## src/design/fold_md5_pow_search_top_defines.svh

```systemverilog
`ifndef FOLD_MD5_POW_SEARCH_TOP_DEFINES_SVH
`define FOLD_MD5_POW_SEARCH_TOP_DEFINES_SVH
// Assertion helpers
`define FMP_ASSERT_IMP(lbl, clk, rst_n, a, c) \
    lbl: assert property (@(posedge clk) disable iff (!rst_n) (a) |-> (c)) else $error("check failed");
`define FMP_ASSERT_NXT(lbl, clk, rst_n, a, c) \
    lbl: assert property (@(posedge clk) disable iff (!rst_n) (a) |=> (c)) else $error("check failed");
`endif

```

## src/design/fmp_pkg.sv

```systemverilog
package fmp_pkg;
    localparam int ROW_CHARS = 128;
    localparam int ROW_W     = $clog2(ROW_CHARS);
    localparam logic [29:0] COUNTER_MAX  = 30'd899999999;
    localparam logic [29:0] COUNTER_BASE = 30'd100000000;

    localparam logic [1:0] OP_WRITE   = 2'd0;
    localparam logic [1:0] OP_HASH    = 2'd1;
    localparam logic [1:0] OP_RESTART = 2'd2;

    localparam logic [1:0] REG_TGT_HI  = 2'd0;
    localparam logic [1:0] REG_TGT_LO  = 2'd1;
    localparam logic [1:0] REG_BEST_HI = 2'd2;
    localparam logic [1:0] REG_BEST_LO = 2'd3;

    typedef struct packed {
        logic [1:0]  op;
        logic [6:0]  position;
        logic [6:0]  seed_char;
        logic [29:0] counter;
    } t_in_item;

    typedef struct packed {
        logic [63:0] digest_high;
        logic [63:0] digest_low;
        logic [63:0] diff_high;
        logic [63:0] diff_low;
        logic        new_best;
        logic        bad_counter;
    } t_out_item;

    // controller -> datapath
    typedef struct packed {
        logic wr_char;
        logic restart;
        logic digit_start;
        logic digit_step;
        logic fold_load;
        logic fold_step;
        logic hex_make;
        logic md5_step;
        logic md5_fin;
        logic diff_make;
        logic res_bad;
        logic res_load;
    } t_cmd;

    // datapath -> controller
    typedef struct packed {
        logic digits_done;
        logic fold_done;
        logic md5_done;
    } t_sts;

    localparam logic [31:0] MD5_K [64] = '{
        32'hd76aa478,32'he8c7b756,32'h242070db,32'hc1bdceee,32'hf57c0faf,32'h4787c62a,
        32'ha8304613,32'hfd469501,32'h698098d8,32'h8b44f7af,32'hffff5bb1,32'h895cd7be,
        32'h6b901122,32'hfd987193,32'ha679438e,32'h49b40821,32'hf61e2562,32'hc040b340,
        32'h265e5a51,32'he9b6c7aa,32'hd62f105d,32'h02441453,32'hd8a1e681,32'he7d3fbc8,
        32'h21e1cde6,32'hc33707d6,32'hf4d50d87,32'h455a14ed,32'ha9e3e905,32'hfcefa3f8,
        32'h676f02d9,32'h8d2a4c8a,32'hfffa3942,32'h8771f681,32'h6d9d6122,32'hfde5380c,
        32'ha4beea44,32'h4bdecfa9,32'hf6bb4b60,32'hbebfbc70,32'h289b7ec6,32'heaa127fa,
        32'hd4ef3085,32'h04881d05,32'hd9d4d039,32'he6db99e5,32'h1fa27cf8,32'hc4ac5665,
        32'hf4292244,32'h432aff97,32'hab9423a7,32'hfc93a039,32'h655b59c3,32'h8f0ccc92,
        32'hffeff47d,32'h85845dd1,32'h6fa87e4f,32'hfe2ce6e0,32'ha3014314,32'h4e0811a1,
        32'hf7537e82,32'hbd3af235,32'h2ad7d2bb,32'heb86d391
    };

    localparam logic [4:0] MD5_S [16] = '{
        5'd7,5'd12,5'd17,5'd22,5'd5,5'd9,5'd14,5'd20,
        5'd4,5'd11,5'd16,5'd23,5'd6,5'd10,5'd15,5'd21
    };

    // sum of two 7-bit chars, max 254: at most two subtractions of 95
    function automatic logic [6:0] fold2(input logic [7:0] v);
        logic [7:0] t;
        t = v;
        if (t > 8'd126) t = t - 8'd95;
        if (t > 8'd126) t = t - 8'd95;
        return t[6:0];
    endfunction

    // sum of four chars, max 508: at most five subtractions
    function automatic logic [3:0] fold4(input logic [8:0] v);
        logic [8:0] t;
        t = v;
        for (int k = 0; k < 5; k++) begin
            if (t > 9'd126) t = t - 9'd95;
        end
        return t[3:0];
    endfunction

    function automatic logic [7:0] hex_ascii(input logic [3:0] n);
        return (n < 4'd10) ? (8'h30 + {4'd0, n}) : (8'h37 + {4'd0, n});
    endfunction
endpackage

```

## src/design/fmp_ctrl.sv

```systemverilog
module fmp_ctrl (
    input  logic                 i_clk,
    input  logic                 i_rst_n,
    input  logic                 i_in_valid,
    output logic                 o_in_stall,
    input  fmp_pkg::t_in_item    i_in_data,
    output logic                 o_out_valid,
    input  logic                 i_out_stall,
    output fmp_pkg::t_cmd        o_cmd,
    input  fmp_pkg::t_sts        i_sts
);
    import fmp_pkg::*;

    typedef enum logic [6:0] {
        S_IDLE  = 7'b0000001,
        S_DIGIT = 7'b0000010,
        S_FOLD  = 7'b0000100,
        S_HEX   = 7'b0001000,
        S_MD5   = 7'b0010000,
        S_DIFF  = 7'b0100000,
        S_FIN   = 7'b1000000
    } t_state;

    t_state r_state, n_state;
    logic   r_out_valid, n_out_valid;
    logic   in_acc;

    assign in_acc      = i_in_valid && !o_in_stall;
    assign o_in_stall  = (r_state != S_IDLE) || (r_out_valid && i_out_stall);
    assign o_out_valid = r_out_valid;

    always_comb begin
        n_state     = r_state;
        n_out_valid = r_out_valid && i_out_stall;
        o_cmd       = '0;
        case (r_state)
            S_IDLE: begin
                if (in_acc) begin
                    case (i_in_data.op)
                        OP_WRITE:   o_cmd.wr_char = 1'b1;
                        OP_RESTART: o_cmd.restart = 1'b1;
                        OP_HASH: begin
                            if (i_in_data.counter > COUNTER_MAX) begin
                                o_cmd.res_bad = 1'b1;
                                n_out_valid   = 1'b1;
                            end else begin
                                o_cmd.digit_start = 1'b1;
                                n_state           = S_DIGIT;
                            end
                        end
                        default: ;
                    endcase
                end
            end
            S_DIGIT: begin
                o_cmd.digit_step = 1'b1;
                if (i_sts.digits_done) begin
                    o_cmd.fold_load = 1'b1;
                    n_state         = S_FOLD;
                end
            end
            S_FOLD: begin
                o_cmd.fold_step = 1'b1;
                if (i_sts.fold_done) n_state = S_HEX;
            end
            S_HEX: begin
                o_cmd.hex_make = 1'b1;
                n_state        = S_MD5;
            end
            S_MD5: begin
                o_cmd.md5_step = 1'b1;
                if (i_sts.md5_done) n_state = S_DIFF;
            end
            S_DIFF: begin
                o_cmd.md5_fin = 1'b1;
                n_state       = S_FIN;
            end
            S_FIN: begin
                o_cmd.diff_make = 1'b1;
                o_cmd.res_load  = 1'b1;
                n_out_valid     = 1'b1;
                n_state         = S_IDLE;
            end
            default: n_state = S_IDLE;
        endcase
    end

    always_ff @(posedge i_clk) begin
        if (!i_rst_n) begin
            r_state     <= S_IDLE;
            r_out_valid <= 1'b0;
        end else begin
            r_state     <= n_state;
            r_out_valid <= n_out_valid;
        end
    end

`include "fold_md5_pow_search_top_defines.svh"
    `FMP_ASSERT_IMP(a_busy_stalls, i_clk, i_rst_n, r_state != S_IDLE, o_in_stall)
    `FMP_ASSERT_NXT(a_fin_valid, i_clk, i_rst_n, r_state == S_FIN, r_out_valid)
    `FMP_ASSERT_IMP(a_no_valid_busy, i_clk, i_rst_n, r_state == S_FOLD, !r_out_valid)
endmodule

```

## config.mk

```make
export PLATFORM = sky130hd
export DESIGN_NAME = fmp_ctrl
export DESIGN_NICKNAME = d
export VERILOG_FILES = /design/src/design/fmp_pkg.sv /design/src/design/fmp_ctrl.sv
export VERILOG_INCLUDE_DIRS = /design/src /design/src/design
export SDC_FILE = /design/constraint.sdc
export NUM_CORES = 1
export LEC_CHECK = 0
export BUFFER_PORTS_ARGS = -buffer_cell sky130_fd_sc_hd__clkbuf_2
export CAP_MARGIN = 10
export CORE_MARGIN = 2
export CORE_UTILIZATION = 30
export DETAILED_ROUTE_END_ITERATION = 6
export PLACE_DENSITY = 0.85
export SLEW_MARGIN = 20
export SYNTH_ARGS = -nofsm -noshare
export SYNTH_HDL_FRONTEND = slang
export SYNTH_SLANG_ARGS = --single-unit
```

## constraint.sdc

```tcl
create_clock -name i_clk -period 2.08 [get_ports i_clk]
set_input_delay 0.416 -clock i_clk [delete_from_list [all_inputs] [get_ports i_clk]]
set_output_delay 0.416 -clock i_clk [all_outputs]
set_load 0.02 [all_outputs]
```

==> results of run 1 <==
==> flip-flops by register name (all words and copies together), names as in the netlist <==
name         count
o_out_valid      1
r_state          7
==> logic make-up (layout without fill, tap and decap cells) <==
group | after synthesis | after routing | share of synthesized area [%]
and+or+nand+nor | 42 | 42 | 49.7
AOI/OAI and AO/OA | 13 | 13 | 16.9
DFF | 8 | 8 | 28.8
buffers and inverters | 6 | 59 | 4.72
==> worst max path at each step <==
stage	from	end	slack [ns]	cells after the start
after floorplan	i_out_stall	o_cmd[1]	0.02	4
after global placement	i_out_stall	o_cmd[9]	0.05	6
after detailed placement	i_out_stall	o_cmd[9]	0.04	6
after CTS	o_out_valid$_SDFF_PN0_	o_cmd[9]	0.006	5
after global routing	r_state[2]$_SDFFE_PN0P_	o_cmd[9]	-0.09	5
final	r_state[2]$_SDFFE_PN0P_	o_cmd[9]	-0.05	5
==> per-layer routing <==
| layer | track usage [%] | up-vias |
|---|---|---|
| li1 | - | 368 |
| met1 | 15.8 | 332 |
| met2 | 27.1 | 40 |
| met3 | 3.46 | 4 |
| met4 | 8.33 | 0 |
| met5 | 0 | - |
==> cells in the mapped netlist, types with 2 or more instances <==
master	n	area (sq um)
nor2_1	9	33.8
dfxtp_1	8	160
inv_1	5	18.8
nor4_1	4	25.0
and2_1	3	18.8
nand3_1	3	15.0
nand4b_1	3	26.3
nor3b_1	3	22.5
a21oi_1	2	10.0
and4b_2	2	22.5
nand2_1	2	7.51
nor2b_1	2	12.5
o211ai_1	2	15.0
o21ai_0	2	10.0
==> through the flow <==
step                power [uW]  util [%]
global route               418      53.8
CTS                        386      50.5
finish                     395      53.8
global placement           256      46.7
detailed placement         259      46.7
floorplan                  209         -
==> critical path, stage by stage (launching register included) <==
cell and delay, ns:
dfxtp_4 0.35, nor3_4 0.24, nand4b_4 0.12, or3_4 0.34, and3b_2 0.28, buf_8 0.11
==> final cells by class <==
cell class                 instances  area share [%]
clock buffer                       3            2.40
inverter                           5            2.00
multi-input combinational         55            43.4
sequential                         8            18.0
tap                               25            3.33
timing repair buffer              51            30.9
==> timing repair <==
item	4_1_cts	5_1_grt
cloned	0	0
pin swaps	3	2
setup buffers	3	2
endpoints found under the setup margin	4	4
gates resized for setup	8	15
==> power breakdown <==
part           leakage [uW]  internal, uW  switching (uW)
combinational      0.000412          61.2            49.2
sequential        0.0000659           155            6.03
clock             0.0000138          66.3            57.2
==> results.ini, run 1 <==
[worst_hold_path]
hp-start=i_rst_n
holdPathEnd=r_state[0]$_SDFFE_PN1P_
hold_path.class=in -> reg
min_path_cells=2

[worst_setup_path]
worst_setup_path_end_kind=output port
required_ns=1.66
worst_r2r_endpoint=r_state[0]$_SDFFE_PN1P_
rr_worst_depth=7
worstPathMaxFanout=3
r2r_setup_slack_ns=0.31
crit_arrival_ns=1.71
crit_type=reg -> out
startpoint_type=register
r2r-start=r_state[2]$_SDFFE_PN0P_

[detailed_routing]
drt_iter0_drc=12
met3_wirelength_microns=160
viasPerCell=5.06
vias=744
met1Wirelength_microns=695
dr_wl_met2_microns=910
ant_nets=0
avgRoutedWirePerCell_microns=12.1
wl_microns=1780
routed.top_layer=met4
detail_route.first_pass.iterations=4
route.detailed.drc=0

[place]
numPortBuffers=44
hpwlAfterDp_microns=1260
place_congestion=0.841
dpl-instance-area_sq_um=816
dp_slack_ns=0.0440
dpl.cell_count=139

[cells_and_area]
layout-drive-gt1-share_pct=55.7
mostFrequentLayoutCells=clkbuf_2 (39), buf_4 (10), nor2_1 (8)
instances_no_fill=147
fin_area_sq_um=940
seq_area_sq_um=169
multiInputGateArea_sq_um=408
final_common_cell=clkbuf_2
final_nets=177
n_antenna_cell=0
nFillCells=176
syn_to_final_growth_pct=68.8

[outcome]
failed_checks=negative setup slack
status=complete, but fails checks

[sta]
worstMarginPinSlew_ns=0.385
rsz0062_at_grt=true
fin_crit_ns=2.13
slew_headroom_pct=74.1
finalSetupTns_ns=-0.0476
hold_viol_final=0
max_clock_freq_ghz=0.470
period_share_pct=102
setup_viol=1
fin_hold_ws_ns=0.422
layout_setup_ws_ns=-0.0476
fin_skew_ns=0.00136
drv_slew=0

[synth]
synth_nets=122
avgSynthCellArea_sq_um=8.07
yosysSeqAreaShare_pct=28.8
yosysWarnings=0
yosysUniqueCellTypes=33
ys_async_sr_fraction_pct=0
synth_flop_cell=dfxtp_1
syn-cell-area_sq_um=557
ys_ff_latch=8
synth-edff-count=0
syn_inst=69

[floorplan]
fp.dieW_microns=47.1
placeableCoreArea_sq_um=1750
rows=15
die_h_microns=47.1
initial_utilization_pct=31.9
die-area_sq_um=2220
ios=67

[clock_tree]
clk_latency_ns=0.26
numCtsBuffers=3
cts_root_buf=clkbuf_4
cts_tree=built
ctsHtreeMaxLevel=1
ctsHoldBuffers=0
clk_pin_slew_ns=0.06
cts_buffer_depth=2
clock-sinks=8

[job]
max_cap_violations=0

[pwr]
power.density_nw_per_um2=420
vdd_drop_max_mv=0.248
cellLeakagePower_uw=0.000492

[grt]
grt_usage_pct=15.0
grt_pass1_vias=584
grt_overflow_total=0
grt_max_degree=8
grt_pass1_wl_microns=2280
antenna_found_initial=0

Power figures use the tool's default switching activity.
==> inputs of run 2 (changes only) <==
Settings changed: RECOVER_POWER set to 100.
==> run 2 against run 1 <==
  * The run still ends with negative setup slack left
  * Combinational power barely moved
  * Via count did not move
  * Utilization fell by 0.072 points
  * Wire length rose by 0.17%
  * Critical path type unchanged
  * Maximum frequency did not move
  * Global-route usage did not move
  * Clock power barely moved
  * Final cell count did not move
  * Flip-flop and latch count did not move
==> results.ini, run 2 (same netlist as run 1, synthesis figures left out) <==
[outcome]
status=complete, but fails checks
failed_checks=negative setup slack

[clock_tree]
cts_root_buf=clkbuf_4
numCtsBuffers=3
ctsHoldBuffers=0
clk_pin_slew_ns=0.06
clk_latency_ns=0.26
cts_tree=built
ctsHtreeMaxLevel=1
clock-sinks=8
cts_buffer_depth=2

[sta]
period_share_pct=102
rsz0062_at_grt=true
finalSetupTns_ns=-0.0476
fin_crit_ns=2.13
drv_slew=0
setup_viol=1
max_clock_freq_ghz=0.470
fin_skew_ns=0.00136
worstMarginPinSlew_ns=0.385
layout_setup_ws_ns=-0.0476
hold_viol_final=0
slew_headroom_pct=74.1

[pwr]
combPwrFrac_pct=27.9
pwr-share-seq_pct=40.8
switching_share_pct=28.5
vdd_drop_max_mv=0.248
cellLeakagePower_uw=0.000488
power.internal_uw=283
power.density_nw_per_um2=421
clockPowerShare_pct=31.3
net-switching-power_uw=112

[detailed_routing]
vias=744
avgRoutedWirePerCell_microns=12.1
detail_route.first_pass.iterations=4
viasPerCell=5.06
ant_nets=0
drt_iter0_drc=12
route.detailed.drc=0
wl_microns=1790

[floorplan]
fp.dieW_microns=47.1
initial_utilization_pct=31.9
placeableCoreArea_sq_um=1750
die-area_sq_um=2220
ios=67
die_h_microns=47.1
rows=15

[worst_hold_path]
hold_path.class=in -> reg

[grt]
antenna_found_initial=0
grt_usage_pct=15.0
grt_overflow_total=0
grt_max_degree=8
grt_pass1_wl_microns=2280
grt_pass1_vias=584

[job]
max_cap_violations=0

[place]
dpl-instance-area_sq_um=816
dpl.cell_count=139
place_congestion=0.841
dp_slack_ns=0.0440
hpwlAfterDp_microns=1260
numPortBuffers=44

[worst_setup_path]
crit_arrival_ns=1.71
crit_type=reg -> out
r2r_setup_slack_ns=0.31
startpoint_type=register
worstPathMaxFanout=3
required_ns=1.66
worst_setup_path_end_kind=output port

[cells_and_area]
fin_area_sq_um=938
largest_reg_flops=7
n_antenna_cell=0
seq_area_sq_um=169
top_register=r_state
instances_no_fill=147
final_common_cell=clkbuf_2
multiInputGateArea_sq_um=408
final_nets=177
layout-drive-gt1-share_pct=54.9
nFillCells=176
syn_to_final_growth_pct=68.5
mostFrequentLayoutCells=clkbuf_2 (38), buf_4 (10), nor2_1 (8)

run 2: cell count changes in the layout (fill, tap and decap cells not counted):
cell,delta
clkbuf_1,+1
clkbuf_2,-1
run 2: final cells by class:
cell class / count / area share (%)
Clock buffer: 3 / 2.40
Inverter: 5 / 2.00
Multi-Input combinational cell: 55 / 43.5
Sequential cell: 8 / 18.0
Tap cell: 25 / 3.33
Timing Repair Buffer: 51 / 30.8
run 2: critical path: stages (launching register included):
cell      delay (ns)
dfxtp_4         0.35
nor3_4          0.24
nand4b_4        0.12
or3_4           0.34
and3b_2         0.28
buf_8           0.11
run 2: routing by layer:
layer,up-vias,wire length [microns],GRT usage (%)
met3,4,161,3.46
met2,40,910,27.1
met5,-,0,0
li1,368,-,-
met4,0,17,8.33
met1,332,695,15.8
run 2: stage by stage:
step | util (%) | hold WS, ns | power, uW
floorplan | - | 0.495 | 209
global placement | 46.7 | 0.576 | 256
detailed placement | 46.7 | 0.578 | 259
CTS | 50.5 | 0.413 | 386
global route | 53.8 | 0.439 | 418
finish | 53.8 | 0.422 | 395
run 2: repair_timing:
item	4_1_cts	5_1_grt
resized for setup	8	15
pin swaps	3	2
buffers inserted	3	2
setup endpoints to repair	4	4
run 2: final timing paths:
kind	to	start	depth (start not counted)
setup reg to reg	r_state[0]$_SDFFE_PN1P_	r_state[2]$_SDFFE_PN0P_	7
hold reg to reg	r_state[6]$_SDFFE_PN0P_	r_state[5]$_SDFFE_PN0P_	2
hold / removal	r_state[0]$_SDFFE_PN1P_	i_rst_n	2
setup / recovery	o_cmd[9]	r_state[2]$_SDFFE_PN0P_	5
run 2: power by group through the flow:
stage               Clock [uW]  Combinational (uW)  Sequential (uW)
CTS                        126                99.0              161
floorplan                    0                45.0              164
global placement             0                91.6              165
global route               134                 122              162
detailed placement           0                94.3              165
finish                     124                 110              161
