===== src/design/fold_md5_pow_search_top_defines.svh =====
`ifndef FOLD_MD5_POW_SEARCH_TOP_DEFINES_SVH
`define FOLD_MD5_POW_SEARCH_TOP_DEFINES_SVH
// Assertion helpers
`define FMP_ASSERT_IMP(lbl, clk, rst_n, a, c) \
    lbl: assert property (@(posedge clk) disable iff (!rst_n) (a) |-> (c)) else $error("check failed");
`define FMP_ASSERT_NXT(lbl, clk, rst_n, a, c) \
    lbl: assert property (@(posedge clk) disable iff (!rst_n) (a) |=> (c)) else $error("check failed");
`endif


===== src/design/fmp_pkg.sv =====
package fmp_pkg;
    localparam int ROW_CHARS = 128;
    localparam int ROW_W     = $clog2(ROW_CHARS);
    localparam logic [29:0] COUNTER_MAX  = 30'd899999999;
    localparam logic [29:0] COUNTER_BASE = 30'd100000000;

    localparam logic [1:0] OP_WRITE   = 2'd0;
    localparam logic [1:0] OP_HASH    = 2'd1;
    localparam logic [1:0] OP_RESTART = 2'd2;

    localparam logic [1:0] REG_TGT_HI  = 2'd0;
    localparam logic [1:0] REG_TGT_LO  = 2'd1;
    localparam logic [1:0] REG_BEST_HI = 2'd2;
    localparam logic [1:0] REG_BEST_LO = 2'd3;

    typedef struct packed {
        logic [1:0]  op;
        logic [6:0]  position;
        logic [6:0]  seed_char;
        logic [29:0] counter;
    } t_in_item;

    typedef struct packed {
        logic [63:0] digest_high;
        logic [63:0] digest_low;
        logic [63:0] diff_high;
        logic [63:0] diff_low;
        logic        new_best;
        logic        bad_counter;
    } t_out_item;

    // controller -> datapath
    typedef struct packed {
        logic wr_char;
        logic restart;
        logic digit_start;
        logic digit_step;
        logic fold_load;
        logic fold_step;
        logic hex_make;
        logic md5_step;
        logic md5_fin;
        logic diff_make;
        logic res_bad;
        logic res_load;
    } t_cmd;

    // datapath -> controller
    typedef struct packed {
        logic digits_done;
        logic fold_done;
        logic md5_done;
    } t_sts;

    localparam logic [31:0] MD5_K [64] = '{
        32'hd76aa478,32'he8c7b756,32'h242070db,32'hc1bdceee,32'hf57c0faf,32'h4787c62a,
        32'ha8304613,32'hfd469501,32'h698098d8,32'h8b44f7af,32'hffff5bb1,32'h895cd7be,
        32'h6b901122,32'hfd987193,32'ha679438e,32'h49b40821,32'hf61e2562,32'hc040b340,
        32'h265e5a51,32'he9b6c7aa,32'hd62f105d,32'h02441453,32'hd8a1e681,32'he7d3fbc8,
        32'h21e1cde6,32'hc33707d6,32'hf4d50d87,32'h455a14ed,32'ha9e3e905,32'hfcefa3f8,
        32'h676f02d9,32'h8d2a4c8a,32'hfffa3942,32'h8771f681,32'h6d9d6122,32'hfde5380c,
        32'ha4beea44,32'h4bdecfa9,32'hf6bb4b60,32'hbebfbc70,32'h289b7ec6,32'heaa127fa,
        32'hd4ef3085,32'h04881d05,32'hd9d4d039,32'he6db99e5,32'h1fa27cf8,32'hc4ac5665,
        32'hf4292244,32'h432aff97,32'hab9423a7,32'hfc93a039,32'h655b59c3,32'h8f0ccc92,
        32'hffeff47d,32'h85845dd1,32'h6fa87e4f,32'hfe2ce6e0,32'ha3014314,32'h4e0811a1,
        32'hf7537e82,32'hbd3af235,32'h2ad7d2bb,32'heb86d391
    };

    localparam logic [4:0] MD5_S [16] = '{
        5'd7,5'd12,5'd17,5'd22,5'd5,5'd9,5'd14,5'd20,
        5'd4,5'd11,5'd16,5'd23,5'd6,5'd10,5'd15,5'd21
    };

    // sum of two 7-bit chars, max 254: at most two subtractions of 95
    function automatic logic [6:0] fold2(input logic [7:0] v);
        logic [7:0] t;
        t = v;
        if (t > 8'd126) t = t - 8'd95;
        if (t > 8'd126) t = t - 8'd95;
        return t[6:0];
    endfunction

    // sum of four chars, max 508: at most five subtractions
    function automatic logic [3:0] fold4(input logic [8:0] v);
        logic [8:0] t;
        t = v;
        for (int k = 0; k < 5; k++) begin
            if (t > 9'd126) t = t - 9'd95;
        end
        return t[3:0];
    endfunction

    function automatic logic [7:0] hex_ascii(input logic [3:0] n);
        return (n < 4'd10) ? (8'h30 + {4'd0, n}) : (8'h37 + {4'd0, n});
    endfunction
endpackage


===== src/design/fmp_regs.sv =====
module fmp_regs (
    input  logic        i_clk,
    input  logic        i_rst_n,
    input  logic        psel,
    input  logic        penable,
    input  logic        pwrite,
    input  logic [4:0]  paddr,
    input  logic [63:0] pwdata,
    output logic [63:0] prdata,
    output logic        pready,
    output logic [63:0] o_target_high,
    output logic [63:0] o_target_low,
    output logic [63:0] o_start_high,
    output logic [63:0] o_start_low
);
    import fmp_pkg::*;

    logic [63:0] r_tgt_hi, r_tgt_lo, r_st_hi, r_st_lo;
    logic [1:0]  idx;
    logic        wr;

    assign idx    = paddr[4:3];
    assign wr     = psel && penable && pwrite;
    assign pready = 1'b1;

    always_comb begin
        case (idx)
            REG_TGT_HI:  prdata = r_tgt_hi;
            REG_TGT_LO:  prdata = r_tgt_lo;
            REG_BEST_HI: prdata = r_st_hi;
            default:     prdata = r_st_lo;
        endcase
    end

    always_ff @(posedge i_clk) begin
        if (!i_rst_n) begin
            r_tgt_hi <= '0;
            r_tgt_lo <= '0;
            r_st_hi  <= '1;
            r_st_lo  <= '1;
        end else if (wr && paddr[2:0] == 3'd0) begin
            case (idx)
                REG_TGT_HI:  r_tgt_hi <= pwdata;
                REG_TGT_LO:  r_tgt_lo <= pwdata;
                REG_BEST_HI: r_st_hi  <= pwdata;
                default:     r_st_lo  <= pwdata;
            endcase
        end
    end

    assign o_target_high = r_tgt_hi;
    assign o_target_low  = r_tgt_lo;
    assign o_start_high  = r_st_hi;
    assign o_start_low   = r_st_lo;
endmodule


===== config.mk =====
export PLATFORM = sky130hd
export DESIGN_NAME = fmp_regs
export DESIGN_NICKNAME = d
export VERILOG_FILES = /design/src/design/fold_md5_pow_search_top_defines.svh /design/src/design/fmp_pkg.sv /design/src/design/fmp_regs.sv
export SDC_FILE = /design/constraint.sdc
export NUM_CORES = 1
export LEC_CHECK = 0
export ABC_AREA = 1
export BUFFER_PORTS_ARGS = -buffer_cell sky130_fd_sc_hd__buf_2
export CAP_MARGIN = 30
export CORE_MARGIN = 10
export CORE_UTILIZATION = 56
export CTS_CLUSTER_DIAMETER = 80
export DETAILED_ROUTE_END_ITERATION = 8
export GPL_TIMING_DRIVEN = 0
export PLACE_DENSITY = 0.86
export SLEW_MARGIN = 20
export SYNTH_ARGS = -nofsm -noshare
export SYNTH_HDL_FRONTEND = slang
export SYNTH_SLANG_ARGS = --single-unit

===== constraint.sdc =====
create_clock -name i_clk -period 3.1 [get_ports i_clk]
set_input_delay 0.62 -clock i_clk [delete_from_list [all_inputs] [get_ports i_clk]]
set_output_delay 0.62 -clock i_clk [all_outputs]
set_load 0.03 [all_outputs]

==> flow_summary_export.csv, run 1 <==
group,metric,value,unit
cells_and_area,seq_area,0.00512,mm²
pwr,power_density,492,mW/mm²
floorplan,die_x,170,µm
synth,syn_area_per_cell,6.59,µm²
synth,synthCells,1910,
clocking,clkTransAtPathRegs,0.06,ns
timing,period_minus_slack,3.06,ns
synth,yosys_warnings,0,
routing,vias_per_cell,5.83,
setup_path,rr_startpoint,"o_target_high[54]$_SDFFE_PN0P_",
clocking,cts_max_path_buffers,3,
global_route,antenna_found_initial,2,
floorplan,start_util,57.3,%
hold_path,min_to,"o_start_low[38]$_SDFFE_PN1P_",
routing,wl_per_cell,20.3,µm
synth,synth_top_cell_area_share,40.7,%
clocking,cts_root_buf,"clkbuf_16",
cells_and_area,num-nets-final,2405,
synth,netlist_top_cells_area,"dfxtp_1 (41%), nand2_1 (17%), nand4_1 (13%), inv_1 (9.7%), nand3_1 (5.1%)",
timing,fin_skew,0,ns
setup_path,startpoint_type,"input port",
job,cap_viol_max_count,0,
timing,max_freq,327,MHz
timing,setup_tns,0,ns
pwr,fin_total_pwr,7.83,mW
floorplan,die_h,170,µm
setup_path,setup.worst_path.end_class,"output pin",
pwr,leakagePower,8.26,nW
routing,initialDrtViolationCount,1715,
routing,vias,15366,
hold_path,worstHoldPathType,"input port to flop",
synth,syn-cell-area,0.0126,mm²
timing,fin_ws,0.0404,ns
placed_design,gp_congestion,0.957,
clocking,clock-sinks,256,
placed_design,placed_area,0.0149,mm²
routing,wirelength,53.6,mm
setup_path,regToRegEndpoint,"o_target_high[54]$_SDFFE_PN0P_",
global_route,grt_pass1_wl,80.5,mm
run_status,outcome,"complete, no violations",
setup_path,required,2.48,ns
clocking,h-tree-depth,1,
cells_and_area,n_fill_cell,1891,
synth,synth_fp_nets,1984,
clocking,post_cts_buffers,0,
synth,synthDistinctLibCells,14,
pwr,ir_worst_vdd,0.424,mV
hold_path,hold_start,"pwdata[38]",
routing,antenna_left,0,
placed_design,dp_hpwl,39.7,mm
routing,drc,0,
floorplan,dieArea,0.0289,mm²
timing,setup_viol,0,
global_route,grt_pass1_vias,14678,
setup_path,r2r_slack,2.30,ns
timing,tightest_slew,0.992,ns
cells_and_area,drive_gt1_share,22.1,%
placed_design,place_ws,0.0937,ns
clocking,tritoncts,"done",
setup_path,critPathKind,"input port to output pin",
clocking,cts_buffers,27,
synth,synth_seq_cells,256,
global_route,gr-usage-all-layers,34.6,%
cells_and_area,multi_input_area,0.00553,mm²
cells_and_area,utilization,72.4,%
global_route,grt-ovfl-total,0,
timing,rsz0062_at_grt,"no",
floorplan,row_count,54,
timing,timing.final.crit_share,98.7,%
synth,synth_seq_area_share,40.7,%
setup_path,crit_fanout,10,
cells_and_area,fin_area,0.0159,mm²
floorplan,io_pins,395,
hold_path,holdPathStages,3,
timing,slew_headroom,33.9,%
setup_path,r2r_cells,4,
placed_design,io_buffers,392,
synth,synth_top_area_cell,"dfxtp_1",
timing,hold_viol,0,
cells_and_area,area_delta_synth_final,26.3,%
timing,drv_slew,0,
setup_path,arrival,2.44,ns
global_route,grt_max_degree,14,
clocking,insertion_delay,0.54,ns
routing,dr.pass1.iters,6,
floorplan,coreArea,0.0220,mm²
## registers in the layout (all words and copies together), names as in the netlist
register and cells:
o_start_high 64, o_start_low 64, o_target_high 64, o_target_low 64
## placed cells by master (no fill, tap or decap), drive strengths merged
cell type,netlist,final
diode,0,5
clkbuf,78,116
buf,87,479
nand2,580,580
nor2,132,132
clkinv,0,4
clkinvlp,0,1
nand4,256,256
conb,1,1
nand3,132,132
dfxtp,256,256
bufinv,0,5
o2111ai,64,64
inv,324,325
## final cells by class
cell class,count,area share [%]
Clock buffer,38,5.01
Antenna cell,5,0.0787
Inverter,324,7.65
Tap cell,280,2.20
Buffer,165,4.50
Timing Repair Buffer,392,12.3
Sequential cell,256,32.2
Clock inverter,11,1.17
Multi-Input combinational cell,1165,34.8
## how the worst max path moves through the flow
stage	from	endpoint	slack, ns	depth (start not counted)
floorplan	paddr[4]	prdata[33]	0.84	6
global placement	paddr[3]	prdata[40]	0.15	7
detailed placement	paddr[3]	prdata[40]	0.09	7
CTS	paddr[3]	prdata[40]	0.09	7
global route	paddr[3]	prdata[63]	0.02	7
finish	paddr[3]	prdata[63]	0.04	7
## metrics by stage
step	instances	hold WS (ns)
final	2636	0.368
after global routing	2633	0.391
after CTS	2631	0.361
after detailed placement	2582	0.465
after global placement	2582	0.460
after floorplan	1910	0.606
## routing by layer
layer | global-route usage (%) | wire [µm] | vias to the layer above
li1 | - | - | 6997
met1 | 40.5 | 19300 | 7031
met2 | 55.8 | 24000 | 1103
met3 | 10.1 | 6960 | 235
met4 | 20.1 | 3320 | 0
met5 | 0 | 0 | -
## cell families (layout without fill, tap and decap cells)
kind of cell           Yosys count  after routing  synth area share, %
DFF                            256            256                 40.7
AOI/OAI and AO/OA               64             64                 4.45
and+or+nand+nor               1100           1100                 39.5
other                            1              6               0.0298
buffers and inverters          489            930                 15.3
## synth_stat cells
cell type and number:
buf_1 14, buf_4 1, o2111ai_1 64, inv_1 324, dfxtp_1 256, nand3_1 128, clkbuf_1 78, buf_2 72
nor2_4 2, conb_1 1, nand2_1 580, nor2_1 130, nand4_1 256, nand3_2 4
## power by group
group	internal, mW	switching, mW
Sequential	3.30	0.0126
Clock	2.20	1.39
Combinational	0.218	0.701
Total	5.72	2.11
## what timing repair did
action	CTS	global route
hold buffers	0	0
setup endpoints to repair	0	2
gates resized for setup	0	4
## critical path: stages
cell       delay, ns
buf_2           0.12
nor2_1          0.20
buf_2           0.32
clkbuf_1        0.55
nand2_1         0.13
o2111ai_1       0.21
buf_2           0.27
Power figures use the tool's default switching activity.
==> run 2, diff against run 1 <==
- CORE_ASPECT_RATIO: unset -> 1.2
==> run 2 against run 1 <==
Effect of this change:
- global-route usage is 0.82 points lower
- sequential cell count unchanged
- first-iteration DRC count shrank 13%
- final area fell by 0.50%
- sequential power about the same
- wire length shrank 2.9%
- largest cell class unchanged
- fmax down 1.7%
- die area hardly changed
- the run now ends with setup timing left
- utilization down 1.5 points
- count of clock-buffer cells in the layout shrank 3
==> flow_summary_export.csv, run 2 (synthesis gave the netlist of run 1 again) <==
group,metric,value,unit
setup_path,crit_fanout,10,
clocking,hold_buffers,0,
floorplan,row_count,60,
global_route,antenna_found_initial,3,
setup_path,arrival,2.49,ns
pwr,leakagePower,8.21,nW
setup_path,cp_common_cell,"buf_2",
global_route,gr-usage-all-layers,33.8,%
run_status,violations,"setup timing",
cells_and_area,mostFrequentLayoutCells,"nand2_1 (580), buf_2 (464), inv_1 (324)",
routing,vias_per_cell,5.80,
clocking,cts_max_path_buffers,3,
cells_and_area,drive_gt1_share,21.8,%
setup_path,cp_slowest_cell,"clkbuf_1",
cells_and_area,final_common_cell,"nand2_1",
timing,drv_slew,0,
placed_design,gp_congestion,0.965,
pwr,power_density,480,mW/mm²
timing,slew_headroom,45.7,%
routing,vias,15284,
setup_path,critical-path-max-stage-delay,0.58,ns
global_route,grt_use_met1,39.1,%
pwr,p_int,5.50,mW
clocking,tritoncts,"done",
routing,wirelength,52.1,mm
routing,drc,0,
setup_path,startpoint_type,"input port",
global_route,busiest_layer,"met2",
job,cap_viol_max_count,0,
pwr,seq_power_share,43.7,%
routing,antenna_left,0,
global_route,grt_max_degree,15,
timing,tightest_slew,0.814,ns
global_route,grt-ovfl-total,0,
timing,setup_viol,1,
global_route,grt_use_met3,6.95,%
pwr,ir_worst_vdd,0.519,mV
routing,initialDrtViolationCount,1493,
pwr,power_frac_comb,12.0,%
floorplan,coreArea,0.0223,mm²
pwr,power_frac_clock,44.3,%
timing,timing.final.crit_share,100,%
cells_and_area,area_delta_synth_final,25.7,%
placed_design,place_ws,0.0782,ns
pwr,switching_share,27.5,%
routing,wl_per_cell,19.8,µm
cells_and_area,fin_area,0.0158,mm²
routing,dr.pass1.iters,6,
clocking,insertion_delay,0.53,ns
clocking,cts_resized,0,
timing,fin_skew,0,ns
setup_path,setup.worst_path.end_class,"output pin",
hold_path,worstHoldPathType,"input port to flop",
floorplan,start_util,56.5,%
pwr,fin_total_pwr,7.59,mW
timing,max_freq,321,MHz
placed_design,dp_hpwl,38.7,mm
global_route,grt_pass1_wl,78.3,mm
placed_design,placed_area,0.0149,mm²
floorplan,die_h,184,µm
setup_path,cp_cell_sequence,"buf_2, nor2_1, buf_2, clkbuf_1, nand2_1, o2111ai_1, buf_2",
setup_path,critPathKind,"input port to output pin",
floorplan,dieArea,0.0289,mm²
clocking,clkTransAtPathRegs,0.07,ns
cells_and_area,num-nets-final,2404,
clocking,h-tree-depth,1,
floorplan,io_pins,395,
timing,period_minus_slack,3.11,ns
run_status,outcome,"finished, violations left",
global_route,grt_pass1_vias,14432,
clocking,post_cts_buffers,0,
global_route,use_met2,57.1,%
setup_path,required,2.48,ns
clocking,cts_root_buf,"clkbuf_16",
clocking,cts_buffers,26,
timing,fin_ws,-0.0113,ns
timing,hold_viol,0,
clocking,clock-sinks,256,
floorplan,die_x,157,µm
pwr,p_switching,2.08,mW
placed_design,io_buffers,392,
-- run 2: changes by cell type in the layout (fill, tap and decap cells not counted), sizes merged --
cell      delta
clkbuf       -3
clkinv       +3
bufinv       -1
clkinvlp     +1
inv          -1
-- run 2: metal layers --
metal,vias to the layer above,wire (µm)
met5,-,0
met4,0,3210
met1,7028,18700
met3,236,5680
li1,6983,-
met2,1037,24400
-- run 2: worst paths after layout --
path	from	end	slack (ns)	cells past startpoint
hold reg to reg	o_start_high[3]$_SDFFE_PN1P_	o_start_high[3]$_SDFFE_PN1P_	0.48	2
setup / recovery	paddr[3]	prdata[39]	-0.01	7
setup reg to reg	o_target_high[22]$_SDFFE_PN0P_	o_target_high[22]$_SDFFE_PN0P_	2.35	4
hold / removal	pwdata[36]	o_start_low[36]$_SDFFE_PN1P_	0.38	3
-- run 2: critical path, delay by kind of cell --
kind,cells,cell delay (ns)
buffers and inverters,4,1.32
and+or+nand+nor,2,0.32
AOI/OAI and AO/OA,1,0.24
-- run 2: through the flow --
step	hold slack [ns]	utilization (%)	setup TNS [ns]	cells
after global routing	0.392	70.9	-0.0419	2633
after global placement	0.460	66.8	0	2581
after detailed placement	0.463	66.8	0	2581
final	0.376	70.9	-0.0113	2634
after CTS	0.375	70.9	0	2629
after floorplan	0.606	-	0	1910
-- run 2: power by group through the flow --
stage / Clock (mW) / Combinational (mW) / Sequential (mW)
after floorplan: 0 / 0.517 / 3.41
after global placement: 0 / 0.873 / 3.39
after detailed placement: 0 / 0.886 / 3.39
after CTS: 3.35 / 0.889 / 3.31
after global routing: 3.49 / 0.965 / 3.31
final: 3.36 / 0.913 / 3.31
-- run 2: layout make-up --
cell class              count  area, µm²
diodes                      5       12.5
plain buffers             165        713
clock buffers              35        726
clock inverters            13        181
fillers                  1874       6480
inverters                 324       1220
multi-input cells        1165       5530
flip-flops and latches    256       5120
well taps                 279        349
repair buffers            392       1960
==> run 3, diff against run 2 <==
- ABC_CLOCK_PERIOD_IN_PS: unset -> 3100
- BUFFER_PORTS_ARGS: -buffer_cell sky130_fd_sc_hd__buf_2 -> unset
- CORE_UTILIZATION: 56 -> 60
- DONT_BUFFER_PORTS: unset -> 1
- PLACE_DENSITY: 0.86 -> 0.76
==> run 3 against run 2 <==
Effect of this change:
- the run now ends clean
- sequential share of layout area is 4.4 points higher
- final cell count is 15% lower
- clock power is 7.7% higher
- sequential power is 1% higher
- die area is 5.9% lower
==> flow_summary_export.csv, run 3 (synthesis gave the netlist of run 1 again) <==
group,metric,value,unit
floorplan,die_x,152,µm
timing,setup_viol,0,
routing,dr.pass1.iters,7,
routing,initialDrtViolationCount,1199,
setup_path,critPathKind,"input port to output pin",
setup_path,cp_num_buf_inv,2,
timing,drv_slew,0,
clocking,clock-sinks,256,
floorplan,io_pins,395,
floorplan,start_util,60.4,%
clocking,cts_root_buf,"clkbuf_16",
timing,rsz0062_at_grt,"no",
setup_path,startpoint_type,"input port",
floorplan,coreArea,0.0208,mm²
floorplan,row_count,58,
timing,max_freq,342,MHz
placed_design,gp_congestion,0.916,
floorplan,dieArea,0.0272,mm²
clocking,cts_buffers,26,
timing,period_minus_slack,2.92,ns
global_route,grt_pass1_vias,12624,
clocking,clkTransAtPathRegs,0.07,ns
clocking,h-tree-depth,1,
global_route,grt-ovfl-total,0,
pwr,ir_worst_vdd,0.490,mV
setup_path,arrival,2.30,ns
cells_and_area,layout.cells.non_filler,2228,
clocking,insertion_delay,0.53,ns
cells_and_area,n_antenna_cell,0,
timing,hold_viol,0,
cells_and_area,drive_gt1_share,6.44,%
pwr,power_density,553,mW/mm²
hold_path,holdPathStages,2,
timing,slew_headroom,38.0,%
placed_design,dp_hpwl,36.5,mm
pwr,leakagePower,6.70,nW
setup_path,required,2.48,ns
job,cap_viol_max_count,0,
routing,wl_per_cell,22.2,µm
setup_path,cp_slowest_cell,"clkbuf_1",
placed_design,io_buffers,0,
floorplan,die_h,179,µm
setup_path,rr_startpoint,"o_target_low[39]$_SDFFE_PN0P_",
cells_and_area,multi_input_area,0.00553,mm²
global_route,grt_max_degree,16,
routing,vias_per_cell,6.07,
setup_path,r2r_slack,2.10,ns
setup_path,r2r_cells,4,
global_route,grt_pass1_wl,73.9,mm
setup_path,regToRegEndpoint,"o_target_low[39]$_SDFFE_PN0P_",
placed_design,place_inst,2180,
setup_path,startpoint,"paddr[3]",
hold_path,min_to,"o_start_high[50]$_SDFFE_PN1P_",
setup_path,crit_fanout,10,
setup_path,cp_cell_sequence,"nor2_1, buf_2, clkbuf_1, nand2_1, o2111ai_1",
timing,fin_skew,0,ns
clocking,post_cts_buffers,0,
clocking,cts_max_path_buffers,3,
cells_and_area,area_delta_synth_final,10.6,%
timing,timing.final.crit_share,94.3,%
cells_and_area,seq_area,0.00512,mm²
global_route,gr-usage-all-layers,33.8,%
setup_path,setup.worst_path.end_class,"output pin",
routing,antenna_left,0,
cells_and_area,n_fill_cell,1946,
timing,tightest_slew,0.930,ns
hold_path,worstHoldPathType,"input port to flop",
clocking,hold_buffers,0,
clocking,tritoncts,"done",
routing,drc,0,
setup_path,cp_top_family,"buffers and inverters",
cells_and_area,num-nets-final,2012,
cells_and_area,mostFrequentLayoutCells,"nand2_1 (580), inv_1 (324), nand4_1 (256), dfxtp_1 (256), nor2_1 (130)",
hold_path,hold_start,"pwdata[50]",
timing,setup_tns,0,ns
run_status,outcome,"complete, no violations",
routing,wirelength,49.5,mm
cells_and_area,final_common_cell,"nand2_1",
setup_path,critical-path-max-stage-delay,0.64,ns
clocking,cts_resized,0,
routing,vias,13533,
global_route,antenna_found_initial,0,
-- run 3: cell count changes in the layout (fill, tap and decap cells not counted), sizes merged --
cell,previous run,this run
buf,479,87
bufinv,4,6
clkbuf,113,111
diode,5,0
-- run 3: how the worst max path moves through the flow --
stage,endpoint,cells past startpoint
finish,prdata[61],5
global route,prdata[61],5
CTS,prdata[39],5
detailed placement,prdata[37],5
global placement,prdata[8],5
floorplan,prdata[33],6
-- run 3: metrics by stage --
step | setup slack [ns] | total power [mW] | hold slack (ns) | area, µm² | util (%)
after floorplan | 0.841 | 3.93 | 0.606 | 12600 | -
after detailed placement | 0.235 | 4.12 | 0.635 | 12900 | 62.1
after global placement | 0.224 | 4.11 | 0.628 | 12900 | 62.1
after global routing | 0.0629 | 7.86 | 0.254 | 13900 | 66.8
final | 0.176 | 7.69 | 0.259 | 13900 | 66.8
after CTS | 0.197 | 7.67 | 0.248 | 13900 | 66.8
-- run 3: layer usage --
| layer | GRT usage (%) | vias to the layer above | routed length (µm) |
|---|---|---|---|
| met4 | 17.1 | 0 | 2580 |
| met1 | 38.4 | 6270 | 17000 |
| met3 | 10.1 | 173 | 6310 |
| met5 | 0 | - | 0 |
| li1 | - | 6205 | - |
| met2 | 57.2 | 885 | 23600 |
-- run 3: final cells by class --
type,count,area share [%]
tap,270,2.43
clock inverter,15,1.76
clock buffer,33,5.38
buffer,165,5.12
sequential,256,36.8
multi-input combinational,1165,39.8
inverter,324,8.74
-- run 3: worst reg2reg max path: cells and delay by family (launching register included) --
family	cells	cell delay (ns)
DFF	1	0.58
and+or+nand+nor	2	0.19
buffers and inverters	2	0.17
-- run 3: where the power goes --
group,internal [mW],switching (mW)
sequential,3.30,0.0442
combinational,0.132,0.589
clock,2.21,1.41
total,5.65,2.04
